--- src/rtl/cds_pkg.sv ---
// ----------------------------------------------------------------------------
// Calendar date stepper package
// Codes, command and status types, calendar tables and date functions shared
// by the controller, the datapath and the checker.
// ----------------------------------------------------------------------------
package cds_pkg;

    // Supported year range and the longest walk of one request.
    localparam logic [11:0] YEAR_MIN = 12'd1900;
    localparam logic [11:0] YEAR_MAX = 12'd2100;
    localparam logic [9:0]  MAX_STEP = 10'd1023;

    // Request codes.
    typedef enum logic [1:0] {
        OP_SET  = 2'd0,
        OP_FWD  = 2'd1,
        OP_BACK = 2'd2,
        OP_CMP  = 2'd3
    } op_t;

    // Status codes of a result.
    typedef enum logic [2:0] {
        ST_OK          = 3'd0,
        ST_BAD_YEAR    = 3'd1,
        ST_BAD_MONTH   = 3'd2,
        ST_DAY_OVER    = 3'd3,
        ST_DAY_INVALID = 3'd4,
        ST_RANGE_END   = 3'd5
    } status_t;

    // Relation of the stored date to a given one.
    typedef enum logic [1:0] {
        REL_EQ      = 2'd0,
        REL_EARLIER = 2'd1,
        REL_LATER   = 2'd2
    } rel_t;

    // Controller states.
    typedef enum logic [1:0] {
        S_IDLE   = 2'd0,
        S_EXEC   = 2'd1,
        S_WALK   = 2'd2,
        S_FINISH = 2'd3
    } state_t;

    // Commands from the controller to the datapath.
    typedef struct packed {
        logic load;    // capture an accepted request
        logic exec;    // carry out a set or compare request
        logic walk;    // move the date one day
        logic finish;  // load the result register
    } ctrl_cmd_t;

    // Status from the datapath to the controller.
    typedef struct packed {
        op_t  op;          // request being served
        logic steps_zero;  // no days left to walk
        logic blocked;     // the next day lies beyond the year range
        logic out_free;    // the result register can take a new result
    } dp_stat_t;

    // Days per month, February in a common year; unused codes read 0.
    localparam logic [4:0] MONTH_LEN [16] = '{
        5'd0, 5'd31, 5'd28, 5'd31, 5'd30, 5'd31, 5'd30, 5'd31,
        5'd31, 5'd30, 5'd31, 5'd30, 5'd31, 5'd0, 5'd0, 5'd0
    };

    // Zeller month term (13 * (m + 1)) / 5 for shifted months 3 to 14.
    localparam logic [5:0] ZELLER_MONTH [16] = '{
        6'd0, 6'd0, 6'd0, 6'd10, 6'd13, 6'd15, 6'd18, 6'd20,
        6'd23, 6'd26, 6'd28, 6'd31, 6'd33, 6'd36, 6'd39, 6'd0
    };

    // Leap year test for the supported range: the only century years
    // there are 1900 and 2100 (common) and 2000 (leap).
    function automatic logic is_leap(input logic [11:0] year);
        return (year[1:0] == 2'b00) && (year != YEAR_MIN) && (year != YEAR_MAX);
    endfunction

    function automatic logic [4:0] days_in(input logic [11:0] year,
                                           input logic [3:0]  month);
        if ((month == 4'd2) && is_leap(year))
            return 5'd29;
        return MONTH_LEN[month];
    endfunction

    // Zeller weekday, 0 Saturday through 6 Friday, for a stored date. The
    // century split uses compares since the shifted year lies in 1899..2100.
    function automatic logic [2:0] zeller_weekday(input logic [11:0] year,
                                                  input logic [3:0]  month,
                                                  input logic [4:0]  day);
        logic [11:0] y;
        logic [3:0]  m;
        logic [4:0]  c;
        logic [11:0] base;
        logic [6:0]  yy;
        logic [8:0]  w;
        logic [4:0]  s1;
        logic [3:0]  s2;
        begin
            if (month <= 4'd2)
            begin
                m = month + 4'd12;
                y = year - 12'd1;
            end
            else
            begin
                m = month;
                y = year;
            end
            if (y >= 12'd2100)
            begin
                c    = 5'd21;
                base = 12'd2100;
            end
            else if (y >= 12'd2000)
            begin
                c    = 5'd20;
                base = 12'd2000;
            end
            else if (y >= 12'd1900)
            begin
                c    = 5'd19;
                base = 12'd1900;
            end
            else
            begin
                c    = 5'd18;
                base = 12'd1800;
            end
            yy = 7'(y - base);
            w  = 9'(day) + 9'(ZELLER_MONTH[m]) + 9'(yy) + 9'(yy >> 2)
               + 9'(c >> 2) + 9'({c, 2'b00}) + 9'(c);
            // Since 8 = 1 mod 7, octal digits can be summed.
            s1 = 5'(w[8:6]) + 5'(w[5:3]) + 5'(w[2:0]);
            s2 = 4'(s1[4:3]) + 4'(s1[2:0]);
            if (s2 >= 4'd7)
                return 3'(s2 - 4'd7);
            return s2[2:0];
        end
    endfunction

endpackage

--- src/rtl/cds_if.sv ---
// ----------------------------------------------------------------------------
// Calendar date stepper channels
// Valid/ready channels for requests into the block and results out of it.
// ----------------------------------------------------------------------------
interface cds_req_if;
    logic        valid;
    logic        ready;
    logic [1:0]  req_type;
    logic [11:0] year_in;
    logic [3:0]  month_in;
    logic [5:0]  day_in;
    logic [9:0]  day_count;

    modport source (output valid, req_type, year_in, month_in, day_in, day_count,
                    input ready);
    modport sink   (input valid, req_type, year_in, month_in, day_in, day_count,
                    output ready);
endinterface

interface cds_rsp_if;
    logic        valid;
    logic        ready;
    logic [11:0] year_out;
    logic [3:0]  month_out;
    logic [4:0]  day_out;
    logic [2:0]  weekday;
    logic [2:0]  status;
    logic [1:0]  relation;

    modport source (output valid, year_out, month_out, day_out, weekday, status,
                    relation, input ready);
    modport sink   (input valid, year_out, month_out, day_out, weekday, status,
                    relation, output ready);
endinterface

--- src/rtl/cds_ctrl.sv ---
// ----------------------------------------------------------------------------
// Calendar date stepper controller
// Sequences each request: capture, execute or walk day by day, then hand the
// result to the output register.
// ----------------------------------------------------------------------------
module cds_ctrl
    import cds_pkg::*;
(
    input  logic      clk,
    input  logic      rst_n,
    input  logic      req_valid,
    output logic      req_ready,
    input  dp_stat_t  stat,
    output ctrl_cmd_t cmd
);

    state_t state_reg;
    state_t state_next;

    // State register.
    always_ff @(posedge clk or negedge rst_n)
    begin
        if (!rst_n)
            state_reg <= S_IDLE;
        else
            state_reg <= state_next;
    end

    // Next state and commands.
    always_comb
    begin
        state_next = state_reg;
        cmd        = '0;
        req_ready  = 1'b0;
        unique case (state_reg)
            S_IDLE:
            begin
                req_ready = 1'b1;
                if (req_valid)
                begin
                    cmd.load   = 1'b1;
                    state_next = S_EXEC;
                end
            end
            S_EXEC:
            begin
                if ((stat.op == OP_FWD) || (stat.op == OP_BACK))
                begin
                    state_next = S_WALK;
                end
                else
                begin
                    cmd.exec   = 1'b1;
                    state_next = S_FINISH;
                end
            end
            S_WALK:
            begin
                if (stat.steps_zero)
                begin
                    state_next = S_FINISH;
                end
                else
                begin
                    cmd.walk = 1'b1;
                    if (stat.blocked)
                        state_next = S_FINISH;
                end
            end
            S_FINISH:
            begin
                if (stat.out_free)
                begin
                    cmd.finish = 1'b1;
                    state_next = S_IDLE;
                end
            end
            default:
            begin
                state_next = S_IDLE;
            end
        endcase
    end

endmodule

--- src/rtl/cds_dp.sv ---
// ----------------------------------------------------------------------------
// Calendar date stepper datapath
// Date registers, request capture, set validation, one-day step logic,
// compare, weekday and the result register.
// ----------------------------------------------------------------------------
module cds_dp
    import cds_pkg::*;
(
    input  logic        clk,
    input  logic        rst_n,
    input  ctrl_cmd_t   cmd,
    output dp_stat_t    stat,
    input  logic [1:0]  req_type,
    input  logic [11:0] year_in,
    input  logic [3:0]  month_in,
    input  logic [5:0]  day_in,
    input  logic [9:0]  day_count,
    output logic        rsp_valid,
    input  logic        rsp_ready,
    output logic [11:0] year_out,
    output logic [3:0]  month_out,
    output logic [4:0]  day_out,
    output logic [2:0]  weekday,
    output logic [2:0]  status,
    output logic [1:0]  relation
);

    // Stored date and walk counter.
    logic [11:0] cur_year_reg,   cur_year_next;
    logic [3:0]  cur_month_reg,  cur_month_next;
    logic [4:0]  cur_day_reg,    cur_day_next;
    logic [9:0]  steps_left_reg, steps_left_next;
    status_t     status_reg,     status_next;
    rel_t        relation_reg,   relation_next;

    // Captured request.
    op_t         op_reg;
    logic [11:0] year_in_reg;
    logic [3:0]  month_in_reg;
    logic [5:0]  day_in_reg;

    // Result register.
    logic        out_valid_reg;
    logic [11:0] year_out_reg;
    logic [3:0]  month_out_reg;
    logic [4:0]  day_out_reg;
    logic [2:0]  weekday_reg;
    status_t     status_out_reg;
    rel_t        relation_out_reg;

    logic [4:0]  cur_dim;
    logic [4:0]  prev_dim;
    logic [4:0]  set_dim;
    logic        blocked;

    // Month lengths for the step and set paths.
    assign cur_dim  = days_in(cur_year_reg, cur_month_reg);
    assign prev_dim = days_in(cur_year_reg, cur_month_reg - 4'd1);
    assign set_dim  = days_in(year_in_reg, month_in_reg);

    // The next day in the walk direction would leave the year range.
    always_comb
    begin
        if (op_reg == OP_FWD)
            blocked = (cur_day_reg >= cur_dim) && (cur_month_reg >= 4'd12)
                   && (cur_year_reg >= YEAR_MAX);
        else
            blocked = (cur_day_reg <= 5'd1) && (cur_month_reg <= 4'd1)
                   && (cur_year_reg <= YEAR_MIN);
    end

    assign stat.op         = op_reg;
    assign stat.steps_zero = (steps_left_reg == '0);
    assign stat.blocked    = blocked;
    assign stat.out_free   = !out_valid_reg || rsp_ready;

    // Next values of the date, counter, status and relation.
    always_comb
    begin
        cur_year_next   = cur_year_reg;
        cur_month_next  = cur_month_reg;
        cur_day_next    = cur_day_reg;
        steps_left_next = steps_left_reg;
        status_next     = status_reg;
        relation_next   = relation_reg;
        if (cmd.load)
        begin
            status_next     = ST_OK;
            relation_next   = REL_EQ;
            steps_left_next = (day_count > MAX_STEP) ? MAX_STEP : day_count;
        end
        else if (cmd.exec)
        begin
            steps_left_next = '0;
            unique case (op_reg)
                OP_SET:
                begin
                    if ((year_in_reg < YEAR_MIN) || (year_in_reg > YEAR_MAX))
                        status_next = ST_BAD_YEAR;
                    else if ((month_in_reg < 4'd1) || (month_in_reg > 4'd12))
                        status_next = ST_BAD_MONTH;
                    else if ((day_in_reg >= 6'd1) && (day_in_reg <= 6'(set_dim)))
                    begin
                        cur_year_next  = year_in_reg;
                        cur_month_next = month_in_reg;
                        cur_day_next   = day_in_reg[4:0];
                    end
                    else if (day_in_reg > 6'd31)
                        status_next = ST_DAY_OVER;
                    else
                        status_next = ST_DAY_INVALID;
                end
                OP_CMP:
                begin
                    if ({cur_year_reg, cur_month_reg, 1'b0, cur_day_reg}
                        == {year_in_reg, month_in_reg, day_in_reg})
                        relation_next = REL_EQ;
                    else if ({cur_year_reg, cur_month_reg, 1'b0, cur_day_reg}
                             < {year_in_reg, month_in_reg, day_in_reg})
                        relation_next = REL_EARLIER;
                    else
                        relation_next = REL_LATER;
                end
                OP_FWD, OP_BACK:
                begin
                    relation_next = REL_EQ;
                end
            endcase
        end
        else if (cmd.walk)
        begin
            if (blocked)
            begin
                status_next     = ST_RANGE_END;
                steps_left_next = '0;
            end
            else
            begin
                steps_left_next = steps_left_reg - 10'd1;
                if (op_reg == OP_FWD)
                begin
                    if (cur_day_reg < cur_dim)
                        cur_day_next = cur_day_reg + 5'd1;
                    else if (cur_month_reg < 4'd12)
                    begin
                        cur_month_next = cur_month_reg + 4'd1;
                        cur_day_next   = 5'd1;
                    end
                    else
                    begin
                        cur_year_next  = cur_year_reg + 12'd1;
                        cur_month_next = 4'd1;
                        cur_day_next   = 5'd1;
                    end
                end
                else
                begin
                    if (cur_day_reg > 5'd1)
                        cur_day_next = cur_day_reg - 5'd1;
                    else if (cur_month_reg > 4'd1)
                    begin
                        cur_month_next = cur_month_reg - 4'd1;
                        cur_day_next   = prev_dim;
                    end
                    else
                    begin
                        cur_year_next  = cur_year_reg - 12'd1;
                        cur_month_next = 4'd12;
                        cur_day_next   = 5'd31;
                    end
                end
            end
        end
    end

    // Date, counter and status registers.
    always_ff @(posedge clk or negedge rst_n)
    begin
        if (!rst_n)
        begin
            cur_year_reg   <= YEAR_MIN;
            cur_month_reg  <= 4'd1;
            cur_day_reg    <= 5'd1;
            steps_left_reg <= '0;
            status_reg     <= ST_OK;
            relation_reg   <= REL_EQ;
            op_reg         <= OP_SET;
        end
        else
        begin
            cur_year_reg   <= cur_year_next;
            cur_month_reg  <= cur_month_next;
            cur_day_reg    <= cur_day_next;
            steps_left_reg <= steps_left_next;
            status_reg     <= status_next;
            relation_reg   <= relation_next;
            if (cmd.load)
                op_reg <= op_t'(req_type);
        end
    end

    // Captured request fields.
    always_ff @(posedge clk)
    begin
        if (cmd.load)
        begin
            year_in_reg  <= year_in;
            month_in_reg <= month_in;
            day_in_reg   <= day_in;
        end
    end

    // Result valid flag.
    always_ff @(posedge clk or negedge rst_n)
    begin
        if (!rst_n)
            out_valid_reg <= 1'b0;
        else if (cmd.finish)
            out_valid_reg <= 1'b1;
        else if (rsp_ready)
            out_valid_reg <= 1'b0;
    end

    // Result payload with the weekday of the final date.
    always_ff @(posedge clk)
    begin
        if (cmd.finish)
        begin
            year_out_reg     <= cur_year_reg;
            month_out_reg    <= cur_month_reg;
            day_out_reg      <= cur_day_reg;
            weekday_reg      <= zeller_weekday(cur_year_reg, cur_month_reg, cur_day_reg);
            status_out_reg   <= status_reg;
            relation_out_reg <= relation_reg;
        end
    end

    assign rsp_valid = out_valid_reg;
    assign year_out  = year_out_reg;
    assign month_out = month_out_reg;
    assign day_out   = day_out_reg;
    assign weekday   = weekday_reg;
    assign status    = status_out_reg;
    assign relation  = relation_out_reg;

endmodule

--- src/rtl/calendar_date_stepper.sv ---
// ----------------------------------------------------------------------------
// Calendar date stepper
// Holds one Gregorian date (1900-01-01 to 2100-12-31) and serves set, step
// forward, step backward and compare requests, one result per request.
// ----------------------------------------------------------------------------
// A request is taken only while the block is idle. A set or compare request
// goes through the execute and finish states to the output register; a step
// of N days walks one day per clock through the datapath's step logic (N up
// to 1023) and stops early when the walk hits an end of the year range, which
// gives status 5. The next request can be accepted as soon as the result is
// loaded into the output register, even if that result has not yet been
// taken. Each result carries the stored date, its Zeller weekday (0 Saturday
// to 6 Friday), a status code and, for a compare, the relation of the stored
// date to the given one.
module calendar_date_stepper
    import cds_pkg::*;
(
    input  logic      clk,
    input  logic      rst_n,
    cds_req_if.sink   req,
    cds_rsp_if.source rsp
);

    ctrl_cmd_t cmd;
    dp_stat_t  stat;

    // Request sequencing.
    cds_ctrl u_ctrl (
        .clk       (clk),
        .rst_n     (rst_n),
        .req_valid (req.valid),
        .req_ready (req.ready),
        .stat      (stat),
        .cmd       (cmd)
    );

    // Date registers and result register.
    cds_dp u_dp (
        .clk       (clk),
        .rst_n     (rst_n),
        .cmd       (cmd),
        .stat      (stat),
        .req_type  (req.req_type),
        .year_in   (req.year_in),
        .month_in  (req.month_in),
        .day_in    (req.day_in),
        .day_count (req.day_count),
        .rsp_valid (rsp.valid),
        .rsp_ready (rsp.ready),
        .year_out  (rsp.year_out),
        .month_out (rsp.month_out),
        .day_out   (rsp.day_out),
        .weekday   (rsp.weekday),
        .status    (rsp.status),
        .relation  (rsp.relation)
    );

endmodule

--- src/flat_wrapper.sv ---
// flat-port wrapper written by rule: the top's interface ports become plain ports
module calendar_date_stepper_flat import cds_pkg::*;
  (clk, rst_n, req_valid, req_req_type, req_year_in, req_month_in, req_day_in, req_day_count, req_ready, rsp_valid, rsp_year_out, rsp_month_out, rsp_day_out, rsp_weekday, rsp_status, rsp_relation, rsp_ready);
  cds_req_if req_i ();
  cds_rsp_if rsp_i ();
  input  logic clk;
  input  logic rst_n;
  input wire logic [$bits(req_i.valid)-1:0] req_valid;
  input wire logic [$bits(req_i.req_type)-1:0] req_req_type;
  input wire logic [$bits(req_i.year_in)-1:0] req_year_in;
  input wire logic [$bits(req_i.month_in)-1:0] req_month_in;
  input wire logic [$bits(req_i.day_in)-1:0] req_day_in;
  input wire logic [$bits(req_i.day_count)-1:0] req_day_count;
  output wire logic [$bits(req_i.ready)-1:0] req_ready;
  output wire logic [$bits(rsp_i.valid)-1:0] rsp_valid;
  output wire logic [$bits(rsp_i.year_out)-1:0] rsp_year_out;
  output wire logic [$bits(rsp_i.month_out)-1:0] rsp_month_out;
  output wire logic [$bits(rsp_i.day_out)-1:0] rsp_day_out;
  output wire logic [$bits(rsp_i.weekday)-1:0] rsp_weekday;
  output wire logic [$bits(rsp_i.status)-1:0] rsp_status;
  output wire logic [$bits(rsp_i.relation)-1:0] rsp_relation;
  input wire logic [$bits(rsp_i.ready)-1:0] rsp_ready;
  assign req_i.valid = req_valid;
  assign req_i.req_type = req_req_type;
  assign req_i.year_in = req_year_in;
  assign req_i.month_in = req_month_in;
  assign req_i.day_in = req_day_in;
  assign req_i.day_count = req_day_count;
  assign req_ready = req_i.ready;
  assign rsp_valid = rsp_i.valid;
  assign rsp_year_out = rsp_i.year_out;
  assign rsp_month_out = rsp_i.month_out;
  assign rsp_day_out = rsp_i.day_out;
  assign rsp_weekday = rsp_i.weekday;
  assign rsp_status = rsp_i.status;
  assign rsp_relation = rsp_i.relation;
  assign rsp_i.ready = rsp_ready;
  calendar_date_stepper u_core (.clk(clk), .rst_n(rst_n), .req(req_i), .rsp(rsp_i));
endmodule
--- config.mk ---
export PLATFORM = sky130hd
export DESIGN_NAME = calendar_date_stepper_flat
export DESIGN_NICKNAME = d
export VERILOG_FILES = /design/src/rtl/cds_pkg.sv /design/src/rtl/cds_if.sv /design/src/rtl/cds_ctrl.sv /design/src/rtl/cds_dp.sv /design/src/rtl/calendar_date_stepper.sv /design/src/flat_wrapper.sv
export SDC_FILE = /design/constraint.sdc
export NUM_CORES = 1
export LEC_CHECK = 0
export BUFFER_PORTS_ARGS = -buffer_cell sky130_fd_sc_hd__buf_2
export CORE_UTILIZATION = 45
export CTS_CLUSTER_DIAMETER = 40
export DETAILED_ROUTE_END_ITERATION = 12
export GPL_ROUTABILITY_DRIVEN = 0
export PLACE_DENSITY = 0.62
export SETUP_SLACK_MARGIN = 0.2
export SYNTH_ARGS = -nofsm -noshare
export SYNTH_HDL_FRONTEND = slang
export SYNTH_SLANG_ARGS = --single-unit
--- constraint.sdc ---
create_clock -name clk -period 19.1 [get_ports clk]
set_clock_uncertainty 0.15 [all_clocks]
set_input_delay 0.955 -clock clk [delete_from_list [all_inputs] [get_ports clk]]
set_output_delay 0.955 -clock clk [all_outputs]
set_load 0.02 [all_outputs]
==> results of run 1 <==
metrics by stage:
| step | worst slack [ns] | area, um2 |
|---|---|---|
| floorplan | 9.27 | 7750 |
| global placement | 8.76 | 8250 |
| detailed placement | 8.51 | 8250 |
| CTS | 8.48 | 8530 |
| global route | 7.63 | 8530 |
| finish | 8.53 | 8530 |
worst min-delay path by stage:
| stage | start | endpoint | cells past startpoint |
|---|---|---|---|
| 3_5_place_dp | u_core.u_dp.relation_reg[1] | u_core.u_dp.relation[1] | 0 |
| 2_1_floorplan | u_core.u_dp.relation_reg[1] | u_core.u_dp.relation[1] | 0 |
| 6_report | u_core.u_dp.status_reg[1] | u_core.u_dp.status[1] | 0 |
| 3_3_place_gp | u_core.u_dp.status_reg[1] | u_core.u_dp.status[1] | 0 |
| 4_1_cts | u_core.u_dp.status_reg[1] | u_core.u_dp.status[1] | 0 |
| 5_1_grt | u_core.u_dp.status_reg[0] | u_core.u_dp.status[0] | 0 |
logic make-up (layout without fill, tap and decap cells):
group / Yosys count / in the layout / share of synthesized area (%)
buffers and inverters: 126 / 182 / 6.62
AO/OA/AOI/OAI: 242 / 242 / 21.1
adder cells (fa/ha/maj): 104 / 104 / 19.0
AND/OR/NAND/NOR: 231 / 231 / 14.9
flip-flops: 92 / 92 / 33.1
multiplexers: 12 / 12 / 1.57
XOR/XNOR: 32 / 32 / 3.61
placed cells by master (no fill, tap or decap), drive strengths merged, types with 4 or more instances in the layout:
master / n
a2bb2oi: 5
a22oi: 13
nor3: 21
a21o: 14
nand2b: 10
o22ai: 12
nand2: 57
o31ai: 10
nor2b: 10
xnor2: 22
fa: 23
or3: 7
clkbuf: 10
nor3b: 8
nand3: 16
and2: 5
nand4: 11
dfrtp: 32
buf: 74
inv: 94
a21oi: 55
o21a: 10
edfxtp: 51
a31oi: 6
o211ai: 9
o21ai: 60
o21bai: 4
a211oi: 9
ha: 81
xor2: 10
dfstp: 9
nor4: 6
mux2i: 11
nor2: 63
layer usage:
layer / share of wire [%] / up-vias / GRT usage, %
met4: 2.1 / 0 / 7.51
met1: 47 / 2963 / 30.9
met3: 4.8 / 31 / 3.35
met5: 0 / - / 0
met2: 46 / 167 / 35.2
li1: - / 3124 / -
cell type report:
class	count	area (um2)
clock buffers	10	239
clock inverters	6	45.0
fillers	1586	8170
inverters	92	345
multi-input cells	621	4670
flip-flops and latches	92	2570
well taps	220	275
repair buffers	74	385
==> reports/qor.yml, run 1 <==
antenna_found_initial: 0
status: "finished clean"
hold-worst-slack_ns: 0.303
cts_tree: "yes"
synth_top_cell_area_share_pct: 19.8
ys_types: 84
utilization_pct: 51.1
clock.fmax_mhz: 94.6
postSynthAreaPerCell_um2: 9.24
portBuffers: 68
root_buffer: "clkbuf_16"
die_area_um2: 17800
synth_area_leader_cell: "edfxtp_1"
synth_ff_type: "edfxtp_1"
hold_buffers: 0
finalCritPeriodShare_pct: 55.3
post-dp-hpwl_um: 14000
setup.worst_path.start: "u_core.u_dp.cur_month_reg[2]"
grt_pass1_vias: 6019
clkTransAtPathRegs_ns: 0.07
post_cts_buffers: 0
r2r-start: "u_core.u_dp.cur_month_reg[2]"
crit_fanout: 18
hold_violations: 0
crit_path_start_kind: "register"
drive_above_1_share_pct: 13.5
rrSetupSlack_ns: 8.53
rows: 47
yosys-top-cells-area: "edfxtp_1 (20%), ha_1 (13%), dfrtp_1 (10%)"
yosysMostFrequentCell: "inv_1"
cts_num_sinks: 92
io_pins: 69
dr.first_iter.drc_count: 427
areaGrowthSynthToFinish_pct: 10.1
numCtsBuffers: 9
drt.antenna.violating_nets: 0
grt_pass1_wl_um: 31100
synth_edf_count: 51
hold_class: "register to register"
reg2reg_to: "u_core.u_dp.weekday[1]"
period_needed_ns: 10.57
grt_max_degree: 42
worst_pin_slew_ns: 1.24
setup_violations: 0
start_util_pct: 46.4
async_reset_ff_share_pct: 44.6
path_depth: 37
crit_arrival_ns: 10.52
tns_ns: 0
slowest_delay_ns: 0.78
synth-seq-cells: 92
yosysWarnings: 0
final_cells: 1115
clockBufferDepth: 2
fp.dieH_um: 133
r2r_cells: 37
route.detailed.drc: 0
grt_usage_pct: 22.2
dp.cells: 1099
synthesis.area_um2: 7750
routedWlPerCell_um: 16.9
die_width_um: 133
yosysSeqAreaShare_pct: 33.1
overflow: 0
finalWirelength_um: 18900
diodes: 0
maxCapViolCount: 0
cp_top_family: "adder cells"
critical_path.endpoint: "u_core.u_dp.weekday[1]"
critical_path_class: "register to register"
cp_common_cell: "fa_1"
cp-end-kind: "register"
critical_path.slowest_cell: "a31oi_1"
cts_resized: 0
viasPerCell: 5.64
clk-insertion-delay-late_ns: 0.35
htreeDepth: 3
syn_nets: 981
rsz0062_at_grt: "false"
vias: 6285
slew_viol_final: 0
synthCells: 839
nets: 1032
firstDrtPassIters: 4
synthTopCellsByCount: "inv_1 (92), ha_1 (81), nor2_1 (63)"
slew_headroom_pct: 16.7
worstPathRequired_ns: 19.05
core_um2: 16700
cp_num_buf_inv: 6
Power of run 1 is not shown: default switching activity piles up to over one toggle a cycle in this logic, so the estimate is an artifact.
==> run 2, diff against run 1 <==
==> constraint.sdc (replaced) <==
create_clock -name clk -period 10.5 [get_ports clk]
set_clock_uncertainty 0.15 [all_clocks]
set_input_delay 0.525 -clock clk [delete_from_list [all_inputs] [get_ports clk]]
set_output_delay 0.525 -clock clk [all_outputs]
set_load 0.02 [all_outputs]
==> reports/qor.yml, run 2 (synthesized netlist as in run 1, its figures left out) <==
r2r-start: "u_core.u_dp.cur_month_reg[3]"
die_area_um2: 17800
routedWlPerCell_um: 16.9
core_um2: 16700
crit_path_start_kind: "register"
route.detailed.drc: 0
worst_pin_slew_ns: 0.853
drt.antenna.violating_nets: 0
layout_commonest_cell: "inv_1"
status: "finished clean"
numCtsBuffers: 9
finalCritPeriodShare_pct: 92.6
firstDrtPassIters: 5
tns_ns: 0
critical_path.endpoint: "u_core.u_dp.weekday[1]"
clock.fmax_mhz: 103
critical_path.slowest_cell: "fa_1"
critical_path_class: "register to register"
final_cell_mix: "inv_1 (92), ha_1 (80), buf_2 (68)"
clk-insertion-delay-late_ns: 0.36
io_pins: 69
die_width_um: 133
rows: 47
rrSetupSlack_ns: 0.78
nets: 1040
reg2reg_to: "u_core.u_dp.weekday[1]"
dr.first_iter.drc_count: 340
hold_class: "input port to asynchronous set/reset pin"
finalWirelength_um: 19000
antenna_found_initial: 0
drive_above_1_share_pct: 15.0
grt_pass1_vias: 6052
setup.worst_path.start: "u_core.u_dp.cur_month_reg[3]"
cp-end-kind: "register"
crit_arrival_ns: 9.68
htreeDepth: 3
clkTransAtPathRegs_ns: 0.07
cp_common_cell: "fa_1"
cts_tree: "yes"
grt_max_degree: 44
hold_violations: 0
vias: 6334
setup_violations: 0
r2r_cells: 36
fp.dieH_um: 133
viasPerCell: 5.64
root_buffer: "clkbuf_16"
clockBufferDepth: 2
diodes: 0
worstPathRequired_ns: 10.46
slowest_delay_ns: 0.56
rsz0062_at_grt: "false"
grt_usage_pct: 22.4
overflow: 0
post-dp-hpwl_um: 14200
stdcell_area_um2: 8660
maxCapViolCount: 0
dpl_cell_area_um2: 8310
crit_fanout: 9
start_util_pct: 46.4
slew_headroom_pct: 43.1
post_cts_buffers: 0
portBuffers: 68
slew_viol_final: 0
cts_resized: 0
hold_buffers: 0
cts_num_sinks: 92
grt_pass1_wl_um: 31400
areaGrowthSynthToFinish_pct: 11.7
period_needed_ns: 9.72
[run 2: worst min-delay path by stage]
| stage | depth (start not counted) | slack [ns] | from | end |
|---|---|---|---|---|
| final | 2 | 0.1 | rst_n | u_core.u_dp.cur_year_reg[11] |
| after global routing | 2 | 0.14 | rst_n | u_core.u_dp.cur_year_reg[7] |
| after CTS | 2 | 0.12 | rst_n | u_core.u_dp.cur_year_reg[7] |
| after detailed placement | 0 | 0.29 | u_core.u_dp.relation_reg[0] | u_core.u_dp.relation[0] |
| after global placement | 0 | 0.29 | u_core.u_dp.status_reg[1] | u_core.u_dp.status[1] |
| after floorplan | 0 | 0.08 | rst_n | u_core.u_ctrl.state_reg[0] |
[run 2: per-stage QoR]
step | hold WS (ns) | utilization (%) | setup slack [ns] | instances
final | 0.0965 | 51.9 | 0.780 | 1123
after global placement | 0.291 | 49.8 | 0.736 | 1107
after detailed placement | 0.287 | 49.8 | 0.518 | 1107
after floorplan | 0.0794 | - | 0.665 | 839
after CTS | 0.124 | 51.6 | 0.515 | 1123
after global routing | 0.136 | 51.9 | 0.256 | 1123
[run 2: worst max-delay path, delay by kind of cell, from the launching register on]
kind / cells / cell delay [ns]
adder cells (fa/ha/maj): 12 / 4.63
flip-flops: 1 / 0.48
buffers and inverters: 6 / 0.60
multiplexers: 1 / 0.36
AND/OR/NAND/NOR: 2 / 0.57
XOR/XNOR: 5 / 0.97
AO/OA/AOI/OAI: 10 / 1.70
[run 2: final cells by class]
class                           count  area, um2
Sequential cell                    92       2570
Inverter                           92        345
Timing Repair Buffer               82        445
Multi-Input combinational cell    621       4710
Fill cell                        1592       8040
Tap cell                          220        275
Clock buffer                       12        278
Clock inverter                      4       35.0
[run 2: per-layer routing]
layer	routed length, um	GRT usage, %
met5	0	0
met4	400	6.94
met3	794	3.31
met2	8690	36.3
met1	9120	30.8
Power of run 2 is left out for the same reason.
==> run 3, diff against run 2 <==
--- a/config.mk
+++ b/config.mk
@@ -10,8 +10,10 @@
 export CTS_CLUSTER_DIAMETER = 40
 export DETAILED_ROUTE_END_ITERATION = 12
 export GPL_ROUTABILITY_DRIVEN = 0
+export MAX_ROUTING_LAYER = met4
 export PLACE_DENSITY = 0.62
 export SETUP_SLACK_MARGIN = 0.2
+export SLEW_MARGIN = 20
 export SYNTH_ARGS = -nofsm -noshare
 export SYNTH_HDL_FRONTEND = slang
 export SYNTH_SLANG_ARGS = --single-unit
==> reports/qor.yml, run 3 (synthesized netlist as in run 1, its figures left out) <==
r2r_cells: 36
overflow: 0
die_width_um: 133
slew_headroom_pct: 42.0
clock.fmax_mhz: 103
layout_commonest_cell: "inv_1"
areaGrowthSynthToFinish_pct: 11.7
htreeDepth: 3
dpl_cell_area_um2: 8310
die_area_um2: 17800
reg2reg_to: "u_core.u_dp.weekday[1]"
rows: 47
antenna_found_initial: 0
dp_slack_ns: 0.518
hold_violations: 0
worstPathRequired_ns: 10.45
drive_above_1_share_pct: 15.0
fp.dieH_um: 133
slowest_delay_ns: 0.56
clk-insertion-delay-late_ns: 0.36
fin_ws_ns: 0.788
core_um2: 16700
grt_usage_pct: 23.1
final_cell_mix: "inv_1 (92), ha_1 (80), buf_2 (68)"
rrSetupSlack_ns: 0.79
io_pins: 69
grt_max_degree: 44
rsz0062_at_grt: "false"
grt_pass1_wl_um: 31400
r2r-start: "u_core.u_dp.cur_month_reg[3]"
finalWirelength_um: 19000
setup_violations: 0
crit_path_start_kind: "register"
status: "finished clean"
vias: 6344
numCtsBuffers: 9
root_buffer: "clkbuf_16"
cts_tree: "yes"
slew_viol_final: 0
crit_arrival_ns: 9.67
fillCellCount: 1592
worst_pin_slew_ns: 0.871
route.detailed.drc: 0
post_cts_buffers: 0
start_util_pct: 46.4
period_needed_ns: 9.71
crit_fanout: 9
drt.antenna.violating_nets: 0
maxCapViolCount: 0
diodes: 0
post-dp-hpwl_um: 14200
grt_pass1_vias: 6050
cp_common_cell: "fa_1"
stdcell_area_um2: 8660
routedWlPerCell_um: 16.9
critical_path.slowest_cell: "fa_1"
tns_ns: 0
finalCritPeriodShare_pct: 92.5
clockBufferDepth: 2
nets: 1040
cp-end-kind: "register"
portBuffers: 68
critical_path_class: "register to register"
firstDrtPassIters: 4
cts_num_sinks: 92
dr.first_iter.drc_count: 340
hold_class: "input port to asynchronous set/reset pin"
clkTransAtPathRegs_ns: 0.07
viasPerCell: 5.65
[run 3: cell counts in the layout (fill, tap and decap cells not counted)]
No cell type changed its count.
[run 3: layer usage]
metal | vias up | share of wire, % | global-route usage [%] | wire length (um)
li1 | 3151 | - | - | -
met2 | 161 | 46 | 36.3 | 8660
met1 | 3005 | 48 | 30.9 | 9180
met3 | 27 | 4.0 | 3.20 | 768
met4 | 0 | 2.0 | 6.94 | 378
met5 | - | 0 | - | 0
[run 3: metrics by stage]
step | util [%] | std cells | hold WS [ns]
after floorplan | - | 839 | 0.0794
after global placement | 49.8 | 1107 | 0.291
after detailed placement | 49.8 | 1107 | 0.287
after CTS | 51.6 | 1123 | 0.124
after global routing | 51.9 | 1123 | 0.136
final | 51.9 | 1123 | 0.0968
[run 3: worst max path at each step]
stage                                            start                     end  slack, ns  cells past startpoint
after floorplan           u_core.u_dp.cur_month_reg[2]  u_core.u_dp.weekday[1]       0.67                     36
after global placement    u_core.u_dp.cur_month_reg[2]  u_core.u_dp.weekday[1]       0.74                     36
after detailed placement  u_core.u_dp.cur_month_reg[2]  u_core.u_dp.weekday[1]       0.52                     36
after CTS                 u_core.u_dp.cur_month_reg[2]  u_core.u_dp.weekday[1]       0.52                     36
after global routing       u_core.u_dp.cur_year_reg[0]  u_core.u_dp.weekday[1]       0.25                     35
final                     u_core.u_dp.cur_month_reg[3]  u_core.u_dp.weekday[1]       0.79                     36
[run 3: layout make-up]
type	instances	area (um2)	share of cell area (%)
tap	220	275	3.18
sequential	92	2570	29.7
clock buffer	12	278	3.21
clock inverter	4	35.0	0.405
inverter	92	345	3.99
multi-input combinational	621	4710	54.4
timing repair buffer	82	445	5.14
[run 3: critical path: cells and delay by family (launching register included)]
| family | cells | cell delay (ns) |
|---|---|---|
| adder cells (fa/ha/maj) | 12 | 4.63 |
| AO/OA/AOI/OAI | 10 | 1.70 |
| XOR/XNOR | 5 | 0.97 |
| buffers and inverters | 6 | 0.60 |
| AND/OR/NAND/NOR | 2 | 0.57 |
| flip-flops | 1 | 0.48 |
| multiplexers | 1 | 0.36 |
[run 3: timing repair]
item | 4_1_cts | 5_1_grt
gates resized for setup | 0 | 8
setup endpoints to repair | 0 | 2
hold endpoints to repair | 0 | 0
hold buffers | 0 | 0
Power of run 3 is left out for the same reason.
